==> src/rtl/flptw_pkg.sv <==
package flptw_pkg;

  localparam logic [1:0] OP_WRITE = 2'd0;
  localparam logic [1:0] OP_XLATE = 2'd1;
  localparam logic [1:0] OP_UNMAP = 2'd2;

  localparam logic [2:0] ST_OK        = 3'd0;
  localparam logic [2:0] ST_ROOT_ZERO = 3'd1;
  localparam logic [2:0] ST_ABSENT    = 3'd2;
  localparam logic [2:0] ST_OUTSIDE   = 3'd3;
  localparam logic [2:0] ST_LARGE     = 3'd4;

  localparam logic [1:0] KIND_4K = 2'd0;
  localparam logic [1:0] KIND_2M = 2'd1;
  localparam logic [1:0] KIND_1G = 2'd2;

  localparam logic [1:0] LVL_TOP  = 2'd0;
  localparam logic [1:0] LVL_PDPT = 2'd1;
  localparam logic [1:0] LVL_DIR  = 2'd2;
  localparam logic [1:0] LVL_LEAF = 2'd3;

  localparam int BIT_PRESENT = 0;
  localparam int BIT_LARGE   = 7;

  typedef enum logic [1:0] {
    CMD_IMM,
    CMD_WRITE,
    CMD_XLATE,
    CMD_UNMAP
  } cmd_kind_t;

  typedef struct packed {
    cmd_kind_t    kind;
    logic [2:0]   imm_status;
    logic [39:0]  root_frame;
    logic [47:0]  virtual_address;
    logic [14:0]  word_index;
    logic [63:0]  word_value;
  } cmd_t;

  typedef enum logic [1:0] {
    BE_CLEAR,
    BE_IDLE,
    BE_WALK,
    BE_EMIT
  } be_state_t;

  function automatic logic [8:0] lvl_idx(input logic [47:0] va, input logic [1:0] lvl);
    logic [8:0] idx;
    case (lvl)
      LVL_TOP:  idx = va[47:39];
      LVL_PDPT: idx = va[38:30];
      LVL_DIR:  idx = va[29:21];
      LVL_LEAF: idx = va[20:12];
      default:  idx = va[20:12];
    endcase
    return idx;
  endfunction

endpackage

==> src/rtl/flptw_front.sv <==
module flptw_front #(
  parameter int STORE_FRAMES = 64
) (
  input  logic              in_tvalid,
  output logic              in_tready,
  input  logic [175:0]      in_tdata,
  input  logic              q_full,
  input  logic              clearing,
  output logic              push,
  output flptw_pkg::cmd_t   cmd
);
  import flptw_pkg::*;

  localparam int STORE_WORDS = STORE_FRAMES * 512;

  logic [1:0]  opcode;
  logic [39:0] root_frame;
  logic [31:0] widx_ext;
  logic        root_zero;
  logic        root_out;
  logic        widx_out;

  assign opcode             = in_tdata[1:0];
  assign root_frame         = in_tdata[41:2];

  assign widx_ext  = {17'd0, in_tdata[104:90]};
  assign root_zero = (root_frame == 40'd0);
  assign root_out  = (root_frame >= 40'(STORE_FRAMES));
  assign widx_out  = (widx_ext >= 32'(STORE_WORDS));

  assign in_tready = !q_full && !clearing;
  assign push      = in_tvalid && in_tready;

  always_comb begin
    cmd.root_frame      = root_frame;
    cmd.virtual_address = in_tdata[89:42];
    cmd.word_index      = in_tdata[104:90];
    cmd.word_value      = in_tdata[168:105];
    cmd.kind            = CMD_IMM;
    cmd.imm_status      = ST_OK;
    case (opcode)
      OP_WRITE: begin
        if (widx_out) begin
          cmd.imm_status = ST_OUTSIDE;
        end else begin
          cmd.kind = CMD_WRITE;
        end
      end
      OP_XLATE, OP_UNMAP: begin
        if (root_zero) begin
          cmd.imm_status = ST_ROOT_ZERO;
        end else if (root_out) begin
          cmd.imm_status = ST_OUTSIDE;
        end else if (opcode == OP_XLATE) begin
          cmd.kind = CMD_XLATE;
        end else begin
          cmd.kind = CMD_UNMAP;
        end
      end
      default: begin
        cmd.kind       = CMD_IMM;
        cmd.imm_status = ST_OK;
      end
    endcase
  end

endmodule

==> config.mk <==
export PLATFORM = sky130hd
export DESIGN_NAME = flptw_front
export DESIGN_NICKNAME = d
export VERILOG_FILES = /design/src/rtl/flptw_pkg.sv /design/src/rtl/flptw_front.sv
export SDC_FILE = /design/constraint.sdc
export NUM_CORES = 1
export LEC_CHECK = 0
export BUFFER_PORTS_ARGS = -buffer_cell sky130_fd_sc_hd__buf_2
export CORE_AREA = 2 2 138 140
export DETAILED_ROUTE_END_ITERATION = 7
export DIE_AREA = 0 0 140 142
export MAX_ROUTING_LAYER = met4
export SLEW_MARGIN = 10
export SYNTH_ARGS = -nofsm -noshare
export SYNTH_HDL_FRONTEND = slang
export SYNTH_SLANG_ARGS = --single-unit
==> constraint.sdc <==
create_clock -name vclk -period 2.7
set_input_delay 0 -clock vclk [all_inputs]
set_output_delay 0 -clock vclk [all_outputs]
set_load 0.01 [all_outputs]
==> key figures, run 1 <==
Finish
  – Synth-to-Final Area Change: -34.5%
  – FILL cells: 2176
  – Nets@finish: 305
  – Share of layout cells above drive strength 1: 0.793
  – Post-route design area: 970 um2
  – Num sequential: 0
  – Clkbuf count: 0
  – FF+latch area: 0 um2
  – Multi-input logic area: 208 um2

Synth
  – Ys Warns: 0
  – Synth Net Count: 380
  – Top-count cell post-synth: buf_4
  – Sequential element share of the synthesized area: 0
  – XOR/XNOR Fraction of Synth Area: 0
  – Top cells by count, synth: buf_4, nor4_1
  – Post-Syn Instances: 198
  – Largest family of logic cells by synthesized area: buffers and inverters
  – Synth Area in Compound Gates: 0.00592
  – Cell Area, Synth: 1480 um2
  – Post-synthesis mux area share: 0
  – Cell taking the most area after synthesis: buf_4
  – Simple-gate share of the synthesized area: 0.107
  – Share of the synthesized area in the top cell type: 0.852
  – Synth top area cells: buf_4, ha_1, nor4_2
  – Syn avg cell area: 7.48 um2
  – Adder-cell area share of the yosys netlist: 0.0254
  – Synth cell types: 17

Global routing
  – Initial antenna violation count: 1
  – Global Route Usage Sum: 0.0370
  – Vias in the first global route: 766
  – First-pass GRT wire length: 5.13 mm
  – Largest net degree at the start of global routing: 5
  – Total grt overflow: 0

Timing
  – Achievable frequency: 0.614 GHz
  – Final Setup Violations: 0
  – Fin crit period: 1630 ps
  – Crit share post-route: 0.603
  – RSZ-0062 raised after global routing: no
  – Final Slew Violations: 0
  – Fin. Hold Viols: 0
  – Slew @ Worst Pin: 505 ps
  – TNS Setup: 0 ps
  – Max transition margin: 0.661

Place
  – IO Port Bufs: 91
  – Routability congestion estimate from global placement: 0.578
  – Dpl hpwl: 3.89 mm
  – Area post-placement: 967 um2

Power and ir drop
  – PD cells: 117 nW/um2
  – Max VDD drop: 19.4 uV
  – Leakage: 0.429 nW

Critical path
  – CP Cell Sequence: buf_2 -> nor4_1 -> nand4_1 -> or4_1 -> nor3b_2 -> buf_2
  – Worst Path Buf+Inv: 2
  – Critical path's slowest cell: or4_1
  – Crit end category: output port
  – Crit-path max FO: 2
  – WS Path Type: in2out
  – CP arrival: 1630 ps
  – Worst path most repeated cell: buf_2
  – Delay of the slowest cell on the worst path: 510 ps
  – Worst Path Required: 2700 ps
  – Crit-path leading delay family: simple AND/OR/NAND/NOR gates
  – Worst Setup Start Kind: primary input

Floorplanning
  – Rows: 50
  – Initial Utilization: 0.0802
  – Die area: 19900 um2
  – Die W: 140 um
  – Core Region: 18500 um2
  – Die height: 142 um
  – Io pins: 353

Status
  – Failing checks: DRC
  – Status: finished, violations left

Routing
  – Routed WL: 4.34 mm
  – First-pass DRT Iterations: 8
  – Vias/cell: 2.34
  – Total number of vias: 833
  – DRC viols: 24
  – DR iter-0 viols: 73
  – Avg WL per Cell: 12.2 um
  – Antenna viol nets, final: 0

Clock network
  – Hold-fix buffers, CTS: 0
  – PostCTS Resize Cnt: 0
  – Post-CTS setup buffer count: 0

Run
  – Max cap viols: 0

Worst hold path
  – Hold crit path type: in2out
cells by family after synthesis:
kind of cell / count (synthesis)
compound gates: 1
buf+inv: 171
other cells: 1
fa+ha+maj: 3
simple gates: 22
metal layers:
metal / global-route usage / vias to the layer above / routed length (um)
met5: - / - / 0
met2: 0.0542 / 150 / 1930
met1: 0.0221 / 307 / 940
li1: - / 304 / -
met3: 0.0283 / 72 / 902
met4: 0.0542 / 0 / 565
final timing paths:
| kind | from | end | slack, ps | depth (start not counted) |
|---|---|---|---|---|
| setup / recovery | in_tdata[24] | cmd[171] | 1070 | 6 |
| hold / removal | in_tdata[155] | cmd[50] | 0.003 | 0 |
area by class of cell:
type,count,area share
multi-input cells,27,0.214
repair buffers,91,0.470
inverters,3,0.0116
diodes,1,0.00258
well taps,234,0.302
layout by cell type (no fill, tap or decap):
cell	instances
and2_1	3
buf_2	91
conb_1	1
diode_2	1
ha_1	3
inv_1	3
nand2_1	1
nand3_1	1
nand4_1	1
nor2_1	2
nor3_1	1
nor3b_2	1
nor4_1	5
nor4_2	3
o32ai_1	1
or3_1	1
or3b_2	1
or4_1	2
metrics by stage:
stage | hold slack [ps] | util | instances | total power, mW | setup slack, ps
final | 0.00283 | 0.0525 | 356 | 0.114 | 1070
after floorplan | 47.5 | - | 198 | 0.272 | 1570
after detailed placement | 0.0686 | 0.0524 | 355 | 0.116 | 923
after global routing | 0.0151 | 0.0525 | 356 | 0.124 | 885
after global placement | 0.0686 | 0.0524 | 355 | 0.114 | 948
after CTS | 0.0686 | 0.0524 | 355 | 0.116 | 913
where the power goes:
group / internal [mW] / switching, mW / total, mW
logic: 0.0553 / 0.0585 / 0.114
clock network: 0.0000000495 / 0 / 0.0000000495
registers: 0 / 0 / 0
Note: power is estimated with default switching activity, not from simulation.
==> inputs of run 2 (changes only) <==
CORE_AREA = 2 2 136 138   (was 2 2 138 140)
DIE_AREA = 0 0 138 140   (was 0 0 140 142)
clock period = 1.5 ns   (was 2.7 ns; I/O delays follow)
==> key figures, run 2 (synthesized netlist as in run 1, its figures left out) <==
Status
  – Status: finished clean (was finished, violations left)

Critical path
  – Critical path's slowest cell: or4_4 (was or4_1)
  – Worst Path Required: 1500 ps (was 2700 ps)
  – CP arrival: 1460 ps (was 1630 ps)
  – Crit end category: output port (unchanged)
  – Worst Path Buf+Inv: 3 (was 2)
  – WS Path Type: in2out (unchanged)
  – Crit-path max FO: 2 (unchanged)
  – Delay of the slowest cell on the worst path: 460 ps (was 510 ps)
  – Worst Setup Start Kind: primary input (unchanged)
  – Crit-path leading delay family: simple AND/OR/NAND/NOR gates (unchanged)
  – CP Cell Sequence: buf_6 -> nor4_4 -> buf_4 -> nand4_1 -> or4_4 -> nor3b_2 -> buf_2 (was buf_2 -> nor4_1 -> nand4_1 -> or4_1 -> nor3b_2 -> buf_2)

Power and ir drop
  – Psw: 0.117 mW (was 0.0585 mW)
  – Seq pwr share: 0 (about the same)
  – Comb pwr share: 1.000 (about the same)
  – Clock group share of total power: 0 (about the same)
  – Leakage: 0.465 nW (was 0.429 nW)
  – Max VDD drop: 45.6 uV (was 19.4 uV)
  – PD cells: 214 nW/um2 (was 117 nW/um2)
  – Internal Pwr Total: 0.113 mW (was 0.0553 mW)
  – Switching share of power: 0.508 (was 0.514)

Place
  – Dpl hpwl: 3.80 mm (was 3.89 mm)
  – IO Port Bufs: 91 (unchanged)
  – Area post-placement: 983 um2 (was 967 um2)
  – Routability congestion estimate from global placement: 0.585 (was 0.578)
  – Placed cell count: 353 (was 355)

Routing
  – Avg WL per Cell: 12.3 um (was 12.2 um)
  – Vias/cell: 2.32 (was 2.34)
  – Routed WL: 4.34 mm (about the same)
  – Total number of vias: 818 (was 833)
  – Antenna viol nets, final: 0 (unchanged)
  – DRC viols: 0 (was 24)
  – DR iter-0 viols: 13 (was 73)
  – First-pass DRT Iterations: 3 (was 8)

Finish
  – Antenna cells: 0 (was 1)
  – Nets@finish: 308 (was 305)
  – Synth-to-Final Area Change: -27.4% (was -34.5%)
  – Commonest non-fill, non-tap cell in the layout: buf_2 (unchanged)
  – Final Core Density: 0.0605 (was 0.0525)
  – Share of layout cells above drive strength 1: 0.847 (was 0.793)
  – FF+latch area: 0 um2 (unchanged)
  – Post-route design area: 1070 um2 (was 970 um2)
  – Num sequential: 0 (unchanged)
  – Clkbuf count: 0 (unchanged)
  – Non-Filler Instances: 353 (was 356)
  – Most frequent cells in the layout: buf_2, buf_6, nor4_2 (was buf_2, nor4_1)

Floorplanning
  – Initial Utilization: 0.0833 (was 0.0802)
  – Die area: 19300 um2 (was 19900 um2)
  – Rows: 49 (was 50)
  – Core Region: 17800 um2 (was 18500 um2)
  – Io pins: 353 (unchanged)
  – Die W: 138 um (was 140 um)
  – Die height: 140 um (was 142 um)

Clock network
  – Hold-fix buffers, CTS: 0 (unchanged)

Global routing
  – Total grt overflow: 0 (unchanged)
  – Vias in the first global route: 816 (was 766)
  – Initial antenna violation count: 0 (was 1)
  – Global Route Usage Sum: 0.0393 (was 0.0370)
  – First-pass GRT wire length: 5.39 mm (was 5.13 mm)
  – Largest net degree at the start of global routing: 5 (unchanged)

Timing
  – Fin. Hold Viols: 0 (unchanged)
  – Achievable frequency: 0.684 GHz
  – Crit share post-route: 0.975
  – Hold slack: 0.00394 ps (was 0.00283 ps)
  – Final Slew Violations: 0 (unchanged)
  – Fin crit period: 1460 ps
  – RSZ-0062 raised after global routing: yes (was no)
  – Final Setup Violations: 0 (unchanged)

Worst hold path
  – Hold crit path type: in2out (unchanged)

Run
  – Max cap viols: 0 (unchanged)
[run 2: layout make-up]
cell class,instances,area (um2)
Timing Repair Buffer,94,509
Inverter,3,11.3
Tap cell,229,287
Fill cell,2092,16700
Multi-Input combinational cell,27,268
[run 2: power groups by stage]
stage	clock network [mW]	registers, mW	logic (mW)
6_report	0	0	0.230
5_1_grt	0	0	0.248
4_1_cts	0	0	0.232
3_5_place_dp	0	0	0.210
3_3_place_gp	0	0	0.208
2_1_floorplan	0	0	0.490
[run 2: metal layers]
layer	up-vias	track usage	share of wire
met5	-	-	0
met4	0	0.0564	0.15
met3	78	0.0236	0.19
met1	311	0.0233	0.21
li1	306	-	-
met2	123	0.0633	0.45
[run 2: worst paths after layout]
kind                 startpoint        to  slack, ps  cells after the start
hold / removal    in_tdata[128]   cmd[23]      0.004                      0
setup / recovery   in_tdata[12]  cmd[171]         40                      7
[run 2: what timing repair did]
action	CTS	global route
pin swaps	7	2
gates resized for setup	15	1
hold endpoints to repair	0	0
buffers inserted	0	0
endpoints found under the setup margin	4	2
[run 2: metrics by stage]
step                      setup WS [ps]  TNS (ps)  power, mW
after CTS                         -29.2     -37.4      0.232
after global routing              -58.3     -71.2      0.248
after global placement             -205      -650      0.208
after floorplan                     370         0      0.490
after detailed placement           -224      -697      0.210
final                              37.8         0      0.230
