## config.mk

```make
export PLATFORM = sky130hd
export DESIGN_NAME = flptw_fifo
export DESIGN_NICKNAME = d
export VERILOG_FILES = /design/src/rtl/flptw_pkg.sv /design/src/rtl/flptw_fifo.sv
export SDC_FILE = /design/constraint.sdc
export NUM_CORES = 1
export LEC_CHECK = 0
export BUFFER_PORTS_ARGS = -buffer_cell sky130_fd_sc_hd__buf_4
export CAP_MARGIN = 15
export CORE_ASPECT_RATIO = 0.6
export CORE_MARGIN = 2
export CORE_UTILIZATION = 50
export CTS_BUF_LIST = sky130_fd_sc_hd__clkbuf_16
export CTS_CLUSTER_DIAMETER = 80
export CTS_CLUSTER_SIZE = 20
export DETAILED_ROUTE_END_ITERATION = 10
export GPL_TIMING_DRIVEN = 0
export PLACE_DENSITY = 0.87
export REMOVE_ABC_BUFFERS = 1
export SETUP_SLACK_MARGIN = 0.15
export SYNTH_ARGS = -nofsm -noshare
export SYNTH_HDL_FRONTEND = slang
export SYNTH_SLANG_ARGS = --single-unit
```

## constraint.sdc

```tcl
create_clock -name clk -period 23.8 [get_ports clk]
set_clock_uncertainty 0.2 [all_clocks]
set_input_delay 5.95 -clock clk [delete_from_list [all_inputs] [get_ports clk]]
set_output_delay 5.95 -clock clk [all_outputs]
set_load 0.005 [all_outputs]
```

## src/rtl/flptw_pkg.sv

```systemverilog
package flptw_pkg;

  localparam logic [1:0] OP_WRITE = 2'd0;
  localparam logic [1:0] OP_XLATE = 2'd1;
  localparam logic [1:0] OP_UNMAP = 2'd2;

  localparam logic [2:0] ST_OK        = 3'd0;
  localparam logic [2:0] ST_ROOT_ZERO = 3'd1;
  localparam logic [2:0] ST_ABSENT    = 3'd2;
  localparam logic [2:0] ST_OUTSIDE   = 3'd3;
  localparam logic [2:0] ST_LARGE     = 3'd4;

  localparam logic [1:0] KIND_4K = 2'd0;
  localparam logic [1:0] KIND_2M = 2'd1;
  localparam logic [1:0] KIND_1G = 2'd2;

  localparam logic [1:0] LVL_TOP  = 2'd0;
  localparam logic [1:0] LVL_PDPT = 2'd1;
  localparam logic [1:0] LVL_DIR  = 2'd2;
  localparam logic [1:0] LVL_LEAF = 2'd3;

  localparam int BIT_PRESENT = 0;
  localparam int BIT_LARGE   = 7;

  typedef enum logic [1:0] {
    CMD_IMM,
    CMD_WRITE,
    CMD_XLATE,
    CMD_UNMAP
  } cmd_kind_t;

  typedef struct packed {
    cmd_kind_t    kind;
    logic [2:0]   imm_status;
    logic [39:0]  root_frame;
    logic [47:0]  virtual_address;
    logic [14:0]  word_index;
    logic [63:0]  word_value;
  } cmd_t;

  typedef enum logic [1:0] {
    BE_CLEAR,
    BE_IDLE,
    BE_WALK,
    BE_EMIT
  } be_state_t;

  function automatic logic [8:0] lvl_idx(input logic [47:0] va, input logic [1:0] lvl);
    logic [8:0] idx;
    case (lvl)
      LVL_TOP:  idx = va[47:39];
      LVL_PDPT: idx = va[38:30];
      LVL_DIR:  idx = va[29:21];
      LVL_LEAF: idx = va[20:12];
      default:  idx = va[20:12];
    endcase
    return idx;
  endfunction

endpackage

```

## src/rtl/flptw_fifo.sv

```systemverilog
module flptw_fifo (
  input  logic             clk,
  input  logic             rst_n,
  input  logic             push,
  input  flptw_pkg::cmd_t  push_data,
  input  logic             pop,
  output flptw_pkg::cmd_t  head,
  output logic             full,
  output logic             empty
);
  import flptw_pkg::*;

  cmd_t       ent_r [2];
  logic       wr_ptr_r;
  logic       rd_ptr_r;
  logic [1:0] cnt_r;
  logic       do_push;
  logic       do_pop;

  assign full    = (cnt_r == 2'd2);
  assign empty   = (cnt_r == 2'd0);
  assign do_push = push && !full;
  assign do_pop  = pop && !empty;
  assign head    = ent_r[rd_ptr_r];

  always_ff @(posedge clk) begin
    if (!rst_n) begin
      wr_ptr_r <= 1'b0;
      rd_ptr_r <= 1'b0;
      cnt_r    <= 2'd0;
    end else begin
      if (do_push) begin
        wr_ptr_r <= !wr_ptr_r;
      end
      if (do_pop) begin
        rd_ptr_r <= !rd_ptr_r;
      end
      if (do_push && !do_pop) begin
        cnt_r <= cnt_r + 2'd1;
      end else if (do_pop && !do_push) begin
        cnt_r <= cnt_r - 2'd1;
      end
    end
  end

  always_ff @(posedge clk) begin
    if (do_push) begin
      ent_r[wr_ptr_r] <= push_data;
    end
  end

endmodule

```

==> impl_table.tex, run 1 <==
\begin{tabular}{lr}
\hline
Metric & Value \\
\hline
\multicolumn{2}{l}{\textbf{GRT}} \\
GRT Overall Usage & 0.191 \\
Maximum number of pins on one net before global-route repair & 66 \\
Global-route wire length before repair & 38.9 mm \\
Antenna violations before repair & 1 \\
Aggregate global routing overflow & 0 \\
Vias in the first global route & 6,811 \\
\multicolumn{2}{l}{\textbf{Synth}} \\
Cell taking the most area after synthesis & sky130\_fd\_sc\_hd\_\_edfxtp\_1 \\
Proportion of synthesized chip area in sequential cells & 0.805 \\
Simple-gate share of the synthesized area & 0.00425 \\
Count of state elements after synthesis & 349 \\
Synthesized-area fraction occupied by ao, oa, aoi and oai cells & 0.00251 \\
Number of unique standard cell types used by synthesis & 21 \\
Area contributors post-synth & sky130\_fd\_sc\_hd\_\_edfxtp\_1 (80\%), sky130\_fd\_sc\_hd\_\_mux2\_4 (9.3\%), sky130\_fd\_sc\_hd\_\_mux2\_2 (8.0\%) \\
Xor/xnor share of the synthesized area & 0.00203 \\
Average cell area after synthesis & 23.1 sq um \\
Number of synthesis warnings & 0 \\
Post-synthesis mux area share & 0.173 \\
Combinational family with the most area after synthesis & multiplexers \\
Fraction of synthesized cell area taken by the top area cell type & 0.797 \\
Adder-cell share of the synthesized area & 0.000966 \\
Post-synth design cell area & 13,000 sq um \\
Post-Synthesis Cells & 560 \\
\multicolumn{2}{l}{\textbf{Drt}} \\
Pre-Repair DR Iteration Count & 4 \\
Average wire per standard cell & 20.7 microns \\
Detailed router's first-iteration violation count & 437 \\
Vias after detailed routing & 6,428 \\
Residual DRC count & 0 \\
Drt via density & 4.99 \\
Number of nets still failing antenna checks after routing & 0 \\
Total Routed Length & 26.7 mm \\
\multicolumn{2}{l}{\textbf{Worst setup path}} \\
Type of origin of the critical path & register \\
WP data required & 17.65 ns \\
FF-to-FF Start & cnt\_r[0] \\
Category of the worst setup path capture point & output pin \\
Critical Path AT & 2.27 ns \\
Crit Path Max Fanout & 51 \\
Worst reg-to-reg path cell count & 7 \\
Setup Crit Path Kind & reg2out \\
Worst flop-to-flop path endpoint & ent\_r[0][141] \\
Critical Path End & head[53] \\
Setup slack of the most critical reg-to-reg path & 21.06 ns \\
\multicolumn{2}{l}{\textbf{Floorplan}} \\
I/O pin count & 350 \\
Horizontal die dimension & 212 microns \\
Overall die height & 129 microns \\
Floorplan die area & 27,300 sq um \\
Std-Cell Rows & 45 \\
Floorplan core area & 25,400 sq um \\
Initial core utilization & 0.510 \\
\multicolumn{2}{l}{\textbf{Clocking}} \\
Clock insertion delay at the later pin of the skew report & 0.52 ns \\
Post-cts sizing count & 0 \\
CTS Sinks & 349 \\
Total of hold buffers inserted after clock tree synthesis & 0 \\
Worst-path clk slew & 0.08 ns \\
Clock Tree Root & sky130\_fd\_sc\_hd\_\_clkbuf\_16 \\
H-tree depth reported by CTS & 1 \\
Buffers from clock root to sink, at most & 3 \\
Post CTS Setup Buffer Count & 0 \\
Clock tree from TritonCTS & done \\
Total clock buffers created by CTS & 21 \\
\multicolumn{2}{l}{\textbf{Pwr}} \\
Total power divided by cell area & 97.4 nW/um\^{}2 \\
Worst VDD drop & 0.0686 mV \\
Leakage component of the power & 0.00637 uW \\
\multicolumn{2}{l}{\textbf{Placed design}} \\
Detail Placement HPWL & 18.9 mm \\
Worst slack after detailed placement & 15.58 ns \\
Weighted congestion reported at the end of routability-driven placement & 0.714 \\
IO buf count & 349 \\
\multicolumn{2}{l}{\textbf{Worst hold path}} \\
Path type of the worst min-delay path & reg2reg \\
Worst Min Path Start & cnt\_r[1] \\
\multicolumn{2}{l}{\textbf{STA}} \\
Part of the cycle the worst path needs & 0.354 \\
Unrepaired setup endpoints after global routing & false \\
Total negative slack for setup checks & 0 ns \\
Total setup violations reported at the end of the flow & 0 \\
Number of hold violations in the final report & 0 \\
Highest clock frequency the design can meet & 119 MHz \\
Worst slew margin relative to its limit & 0.399 \\
Post-route setup slack & 15.38 ns \\
Number of pins with negative max-slew slack in the final report & 0 \\
Actual transition at the worst max-transition pin & 0.902 ns \\
Post-layout min period & 8.42 ns \\
\multicolumn{2}{l}{\textbf{Final layout}} \\
Commonest non-fill, non-tap cells in the layout & sky130\_fd\_sc\_hd\_\_buf\_4 (349), sky130\_fd\_sc\_hd\_\_edfxtp\_1 (344), sky130\_fd\_sc\_hd\_\_mux2\_2 (92) \\
Commonest non-fill, non-tap cell in the layout & sky130\_fd\_sc\_hd\_\_buf\_4 \\
Nets@finish & 1,105 \\
Fill cell instance count of the final layout & 1,631 \\
Area growth from synthesis to layout & 29.8\% \\
Fraction of layout cells with a size suffix above 1 & 0.600 \\
\multicolumn{2}{l}{\textbf{Run}} \\
Maximum Capacitance Violations & 0 \\
\multicolumn{2}{l}{\textbf{Run status}} \\
Status & completed \\
\hline
\end{tabular}
flip-flops by register name (all words and copies together) (netlist names), named ones only:
signal and count:
wr_ptr_r 1, ent_r 344, rd_ptr_r 1, cnt_r 2
per-stage QoR:
step | power [uW] | cell area (sq um) | std cells | hold slack, ns | util
3_3_place_gp | 1370 | 15900 | 1242 | 0.298 | 0.625
2_1_floorplan | 1110 | 12800 | 541 | 0.283 | -
3_5_place_dp | 1310 | 16200 | 1257 | 0.310 | 0.640
6_report | 1640 | 16800 | 1289 | 0.362 | 0.662
4_1_cts | 1660 | 16800 | 1288 | 0.356 | 0.662
5_1_grt | 1710 | 16800 | 1289 | 0.383 | 0.662
cell usage after synthesis:
cell	instances
sky130_fd_sc_hd__o21ai_0	1
sky130_fd_sc_hd__o21a_1	1
sky130_fd_sc_hd__edfxtp_1	344
sky130_fd_sc_hd__nand2b_1	1
sky130_fd_sc_hd__or3_1	1
sky130_fd_sc_hd__ha_1	1
sky130_fd_sc_hd__and2_1	3
sky130_fd_sc_hd__a21boi_1	1
sky130_fd_sc_hd__and3_1	1
sky130_fd_sc_hd__a21boi_0	1
sky130_fd_sc_hd__mux2_4	80
sky130_fd_sc_hd__xnor2_1	2
sky130_fd_sc_hd__nor3_2	1
sky130_fd_sc_hd__nor2_1	2
sky130_fd_sc_hd__o21ai_1	1
sky130_fd_sc_hd__buf_6	10
sky130_fd_sc_hd__buf_2	9
sky130_fd_sc_hd__xor2_1	1
sky130_fd_sc_hd__dfxtp_1	5
sky130_fd_sc_hd__mux2_2	92
sky130_fd_sc_hd__inv_1	2
where the power goes:
| part | switching (uW) | internal, uW | leakage, uW |
|---|---|---|---|
| clock network | 184 | 161 | 0.000313 |
| registers | 23.0 | 770 | 0.00325 |
| logic | 209 | 291 | 0.00281 |
worst min-delay path by stage:
stage,to,slack (ns),depth (start not counted)
after CTS,cnt_r[1],0.36,2
after detailed placement,cnt_r[1],0.31,2
final,cnt_r[1],0.36,2
after global placement,cnt_r[1],0.30,2
after global routing,cnt_r[1],0.38,2
after floorplan,cnt_r[1],0.28,2
critical path, cell delays in order, from the launching register on:
cell and delay (ns):
sky130_fd_sc_hd__dfxtp_4 0.46, sky130_fd_sc_hd__buf_16 0.33, sky130_fd_sc_hd__buf_16 0.34, sky130_fd_sc_hd__mux2_2 0.38, sky130_fd_sc_hd__buf_4 0.13
final cells by class:
type                       instances  area, sq um  area share
clock inverter                    10         55.1     0.00327
timing repair buffer             364         2980       0.177
inverter                           2         7.51    0.000446
sequential                       349        10400       0.620
multi-input combinational        190         2370       0.141
tap                              352          440      0.0262
antenna                            1         2.50    0.000149
clock buffer                      21          526      0.0312
layer usage:
| layer | share of wire | up-vias | track usage |
|---|---|---|---|
| li1 | - | 2953 | - |
| met1 | 0.38 | 3200 | 0.225 |
| met2 | 0.49 | 240 | 0.330 |
| met3 | 0.11 | 35 | 0.0798 |
| met4 | 0.021 | 0 | 0.0464 |
| met5 | 0 | - | 0 |
cell families after synthesis:
| family | count (synthesis) |
|---|---|
| flops | 349 |
| simple gates | 9 |
| compound gates | 5 |
| fa+ha+maj | 1 |
| mux | 172 |
| xor+xnor | 3 |
| buf+inv | 21 |
Note: power is estimated with default switching activity, not from simulation.
==> run 2: changes to the inputs <==
- CORE_UTILIZATION: 50 -> 47
- PLACE_DENSITY: 0.87 -> 0.86
- clock period: 23.8 -> 6.92 ns (I/O delays scaled with it)
==> run 2 against run 1 <==
Compared with the run above: clock power grew to 3.4 times the previous value; critical endpoint is now head[57]; critical path depth is 1 lower; sequential power grew to 3.5 times the previous value.
==> impl_table.tex, run 2 (synthesized netlist as in run 1, its figures left out) <==
\begin{tabular}{lr}
\hline
Metric & Value \\
\hline
\multicolumn{2}{l}{\textbf{Run status}} \\
Status & completed (unchanged) \\
\multicolumn{2}{l}{\textbf{Drt}} \\
Pre-Repair DR Iteration Count & 4 (unchanged) \\
Average wire per standard cell & 20.7 microns (about the same) \\
Detailed router's first-iteration violation count & 413 (was 437) \\
Vias after detailed routing & 6,456 (was 6,428) \\
Residual DRC count & 0 (unchanged) \\
Total Routed Length & 26.9 mm (was 26.7 mm) \\
Drt via density & 4.96 (was 4.99) \\
Number of nets still failing antenna checks after routing & 0 (unchanged) \\
\multicolumn{2}{l}{\textbf{Placed design}} \\
Detail Placement HPWL & 19.1 mm (was 18.9 mm) \\
Weighted congestion reported at the end of routability-driven placement & 0.744 (was 0.714) \\
Total placed instance area & 16,300 sq um (was 16,200 sq um) \\
IO buf count & 349 (unchanged) \\
\multicolumn{2}{l}{\textbf{Worst setup path}} \\
Critical Path End & head[57] (was head[53]) \\
FF-to-FF Start & cnt\_r[0] (unchanged) \\
WP data required & 4.99 ns (was 17.65 ns) \\
Count of buffering cells on the critical path with inverters included & 2 (was 3) \\
Cells traversed along the worst timing path & buf\_16, mux2\_2, buf\_4 (was buf\_16, buf\_16, mux2\_2, buf\_4) \\
Cell with the biggest individual delay on the critical path & sky130\_fd\_sc\_hd\_\_dfxtp\_4 (unchanged) \\
Setup Crit Path Kind & reg2out (unchanged) \\
Critical path's top delay family & flip-flops (was buffers and inverters) \\
Worst reg-to-reg path cell count & 8 (was 7) \\
Category of the worst setup path capture point & output pin (unchanged) \\
Critical Path AT & 2.26 ns (was 2.27 ns) \\
Max incr delay on CP & 0.77 ns (was 0.46 ns) \\
Setup slack of the most critical reg-to-reg path & 4.17 ns (was 21.06 ns) \\
Logic depth of the worst path, buffers included & 3 (was 4) \\
Worst flop-to-flop path endpoint & ent\_r[0][90] (was ent\_r[0][141]) \\
Type of origin of the critical path & register (unchanged) \\
Crit Path Max Fanout & 52 (was 51) \\
\multicolumn{2}{l}{\textbf{GRT}} \\
Met2 Usage GRT & 0.315 (was 0.330) \\
Maximum number of pins on one net before global-route repair & 67 (was 66) \\
Antenna violations before repair & 1 (unchanged) \\
Aggregate global routing overflow & 0 (unchanged) \\
GR Util met3 & 0.0685 (was 0.0798) \\
GRT Overall Usage & 0.182 (was 0.191) \\
Layer with the highest usage after global routing & met2 (unchanged) \\
Vias in the first global route & 6,963 (was 6,811) \\
Global-route wire length before repair & 39.8 mm (was 38.9 mm) \\
Global Route met1 Usage & 0.218 (was 0.225) \\
\multicolumn{2}{l}{\textbf{Floorplan}} \\
Initial core utilization & 0.474 (was 0.510) \\
I/O pin count & 350 (unchanged) \\
Floorplan die area & 29,000 sq um (was 27,300 sq um) \\
Horizontal die dimension & 218 microns (was 212 microns) \\
Overall die height & 133 microns (was 129 microns) \\
Floorplan core area & 27,300 sq um (was 25,400 sq um) \\
Std-Cell Rows & 47 (was 45) \\
\multicolumn{2}{l}{\textbf{STA}} \\
Highest clock frequency the design can meet & 239 MHz \\
Minimum hold slack & 0.346 ns (was 0.362 ns) \\
Number of hold violations in the final report & 0 (unchanged) \\
Total setup violations reported at the end of the flow & 0 (unchanged) \\
Number of pins with negative max-slew slack in the final report & 0 (unchanged) \\
Actual transition at the worst max-transition pin & 0.869 ns (was 0.902 ns) \\
Unrepaired setup endpoints after global routing & false (unchanged) \\
Worst slew margin relative to its limit & 0.421 (was 0.399) \\
Post-layout min period & 4.19 ns \\
Part of the cycle the worst path needs & 0.605 \\
Total negative slack for setup checks & 0 ns (unchanged) \\
\multicolumn{2}{l}{\textbf{Final layout}} \\
Area of all placed cells without fillers & 16,800 sq um (about the same) \\
Commonest non-fill, non-tap cell in the layout & sky130\_fd\_sc\_hd\_\_buf\_4 (unchanged) \\
Area growth from synthesis to layout & 29.9\% (was 29.8\%) \\
Area taken by multi-input logic gates & 2370 sq um (unchanged) \\
Max FFs per register & 344 (unchanged) \\
Commonest non-fill, non-tap cells in the layout & sky130\_fd\_sc\_hd\_\_buf\_4 (349), sky130\_fd\_sc\_hd\_\_edfxtp\_1 (344), sky130\_fd\_sc\_hd\_\_mux2\_2 (92) (unchanged) \\
Fraction of layout cells with a size suffix above 1 & 0.601 (was 0.600) \\
Nets@finish & 1,105 (unchanged) \\
Biggest register & ent\_r (unchanged) \\
Sequential cell area in the final layout & 10,400 sq um (unchanged) \\
Regs by FF count & ent\_r (344), cnt\_r (2) (unchanged) \\
Fill cell instance count of the final layout & 1,910 (was 1,631) \\
\multicolumn{2}{l}{\textbf{Clocking}} \\
Clock insertion delay at the later pin of the skew report & 0.52 ns (about the same) \\
CTS Sinks & 349 (unchanged) \\
Post CTS Setup Buffer Count & 0 (unchanged) \\
Clock Tree Root & sky130\_fd\_sc\_hd\_\_clkbuf\_16 (unchanged) \\
H-tree depth reported by CTS & 1 (unchanged) \\
Post-cts sizing count & 0 (unchanged) \\
Clock tree from TritonCTS & done (unchanged) \\
Total clock buffers created by CTS & 21 (unchanged) \\
Worst-path clk slew & 0.08 ns (about the same) \\
Buffers from clock root to sink, at most & 3 (unchanged) \\
Total of hold buffers inserted after clock tree synthesis & 0 (unchanged) \\
\multicolumn{2}{l}{\textbf{Pwr}} \\
Total power divided by cell area & 335 nW/um\^{}2 (was 97.4 nW/um\^{}2) \\
Worst VDD drop & 0.280 mV (was 0.0686 mV) \\
Leakage component of the power & 0.00637 uW (about the same) \\
Total Power Consumption & 5640 uW (was 1640 uW) \\
\multicolumn{2}{l}{\textbf{Worst hold path}} \\
Path type of the worst min-delay path & reg2reg (unchanged) \\
\multicolumn{2}{l}{\textbf{Run}} \\
Maximum Capacitance Violations & 0 (unchanged) \\
\hline
\end{tabular}
[run 2: through the flow]
step	worst slack, ns	utilization	instances
after floorplan	-2.37	-	541
after global placement	-6.06	0.581	1257
after detailed placement	2.95	0.595	1272
after CTS	2.70	0.616	1301
after global routing	2.63	0.616	1302
final	2.73	0.616	1302
[run 2: worst register-to-register path, cell delays in order, from the launching register on]
cell and delay [ns]:
sky130_fd_sc_hd__dfxtp_1 0.43, sky130_fd_sc_hd__nand2b_1 0.20, sky130_fd_sc_hd__inv_1 0.12, sky130_fd_sc_hd__nor3_4 0.48, sky130_fd_sc_hd__buf_16 0.24, sky130_fd_sc_hd__buf_16 0.19, sky130_fd_sc_hd__buf_16 0.18, sky130_fd_sc_hd__buf_8 0.21
sky130_fd_sc_hd__buf_16 0.20
[run 2: worst min-delay path by stage]
stage                     endpoint  depth (start not counted)  startpoint
final                     cnt_r[1]                          2    cnt_r[1]
after global routing      cnt_r[1]                          2    cnt_r[1]
after CTS                 cnt_r[1]                          2    cnt_r[1]
after detailed placement  cnt_r[1]                          2    cnt_r[1]
after global placement    cnt_r[1]                          2    cnt_r[1]
after floorplan           cnt_r[1]                          2    cnt_r[1]
[run 2: report_power, final]
part / switching, uW / internal, uW
clock: 637 / 551
sequential: 107 / 2650
combinational: 689 / 1000
[run 2: cell type report]
type / count / area share
Sequential cell: 349 / 0.620
Timing Repair Buffer: 364 / 0.177
Multi-Input combinational cell: 190 / 0.141
Clock buffer: 21 / 0.0312
Tap cell: 367 / 0.0273
Clock inverter: 8 / 0.00253
Inverter: 2 / 0.000446
Antenna cell: 1 / 0.000149
[run 2: metal layers]
metal	vias to the layer above	wire (microns)
li1	2951	-
met1	3222	10300
met2	249	13500
met3	34	2610
met4	0	508
met5	-	0
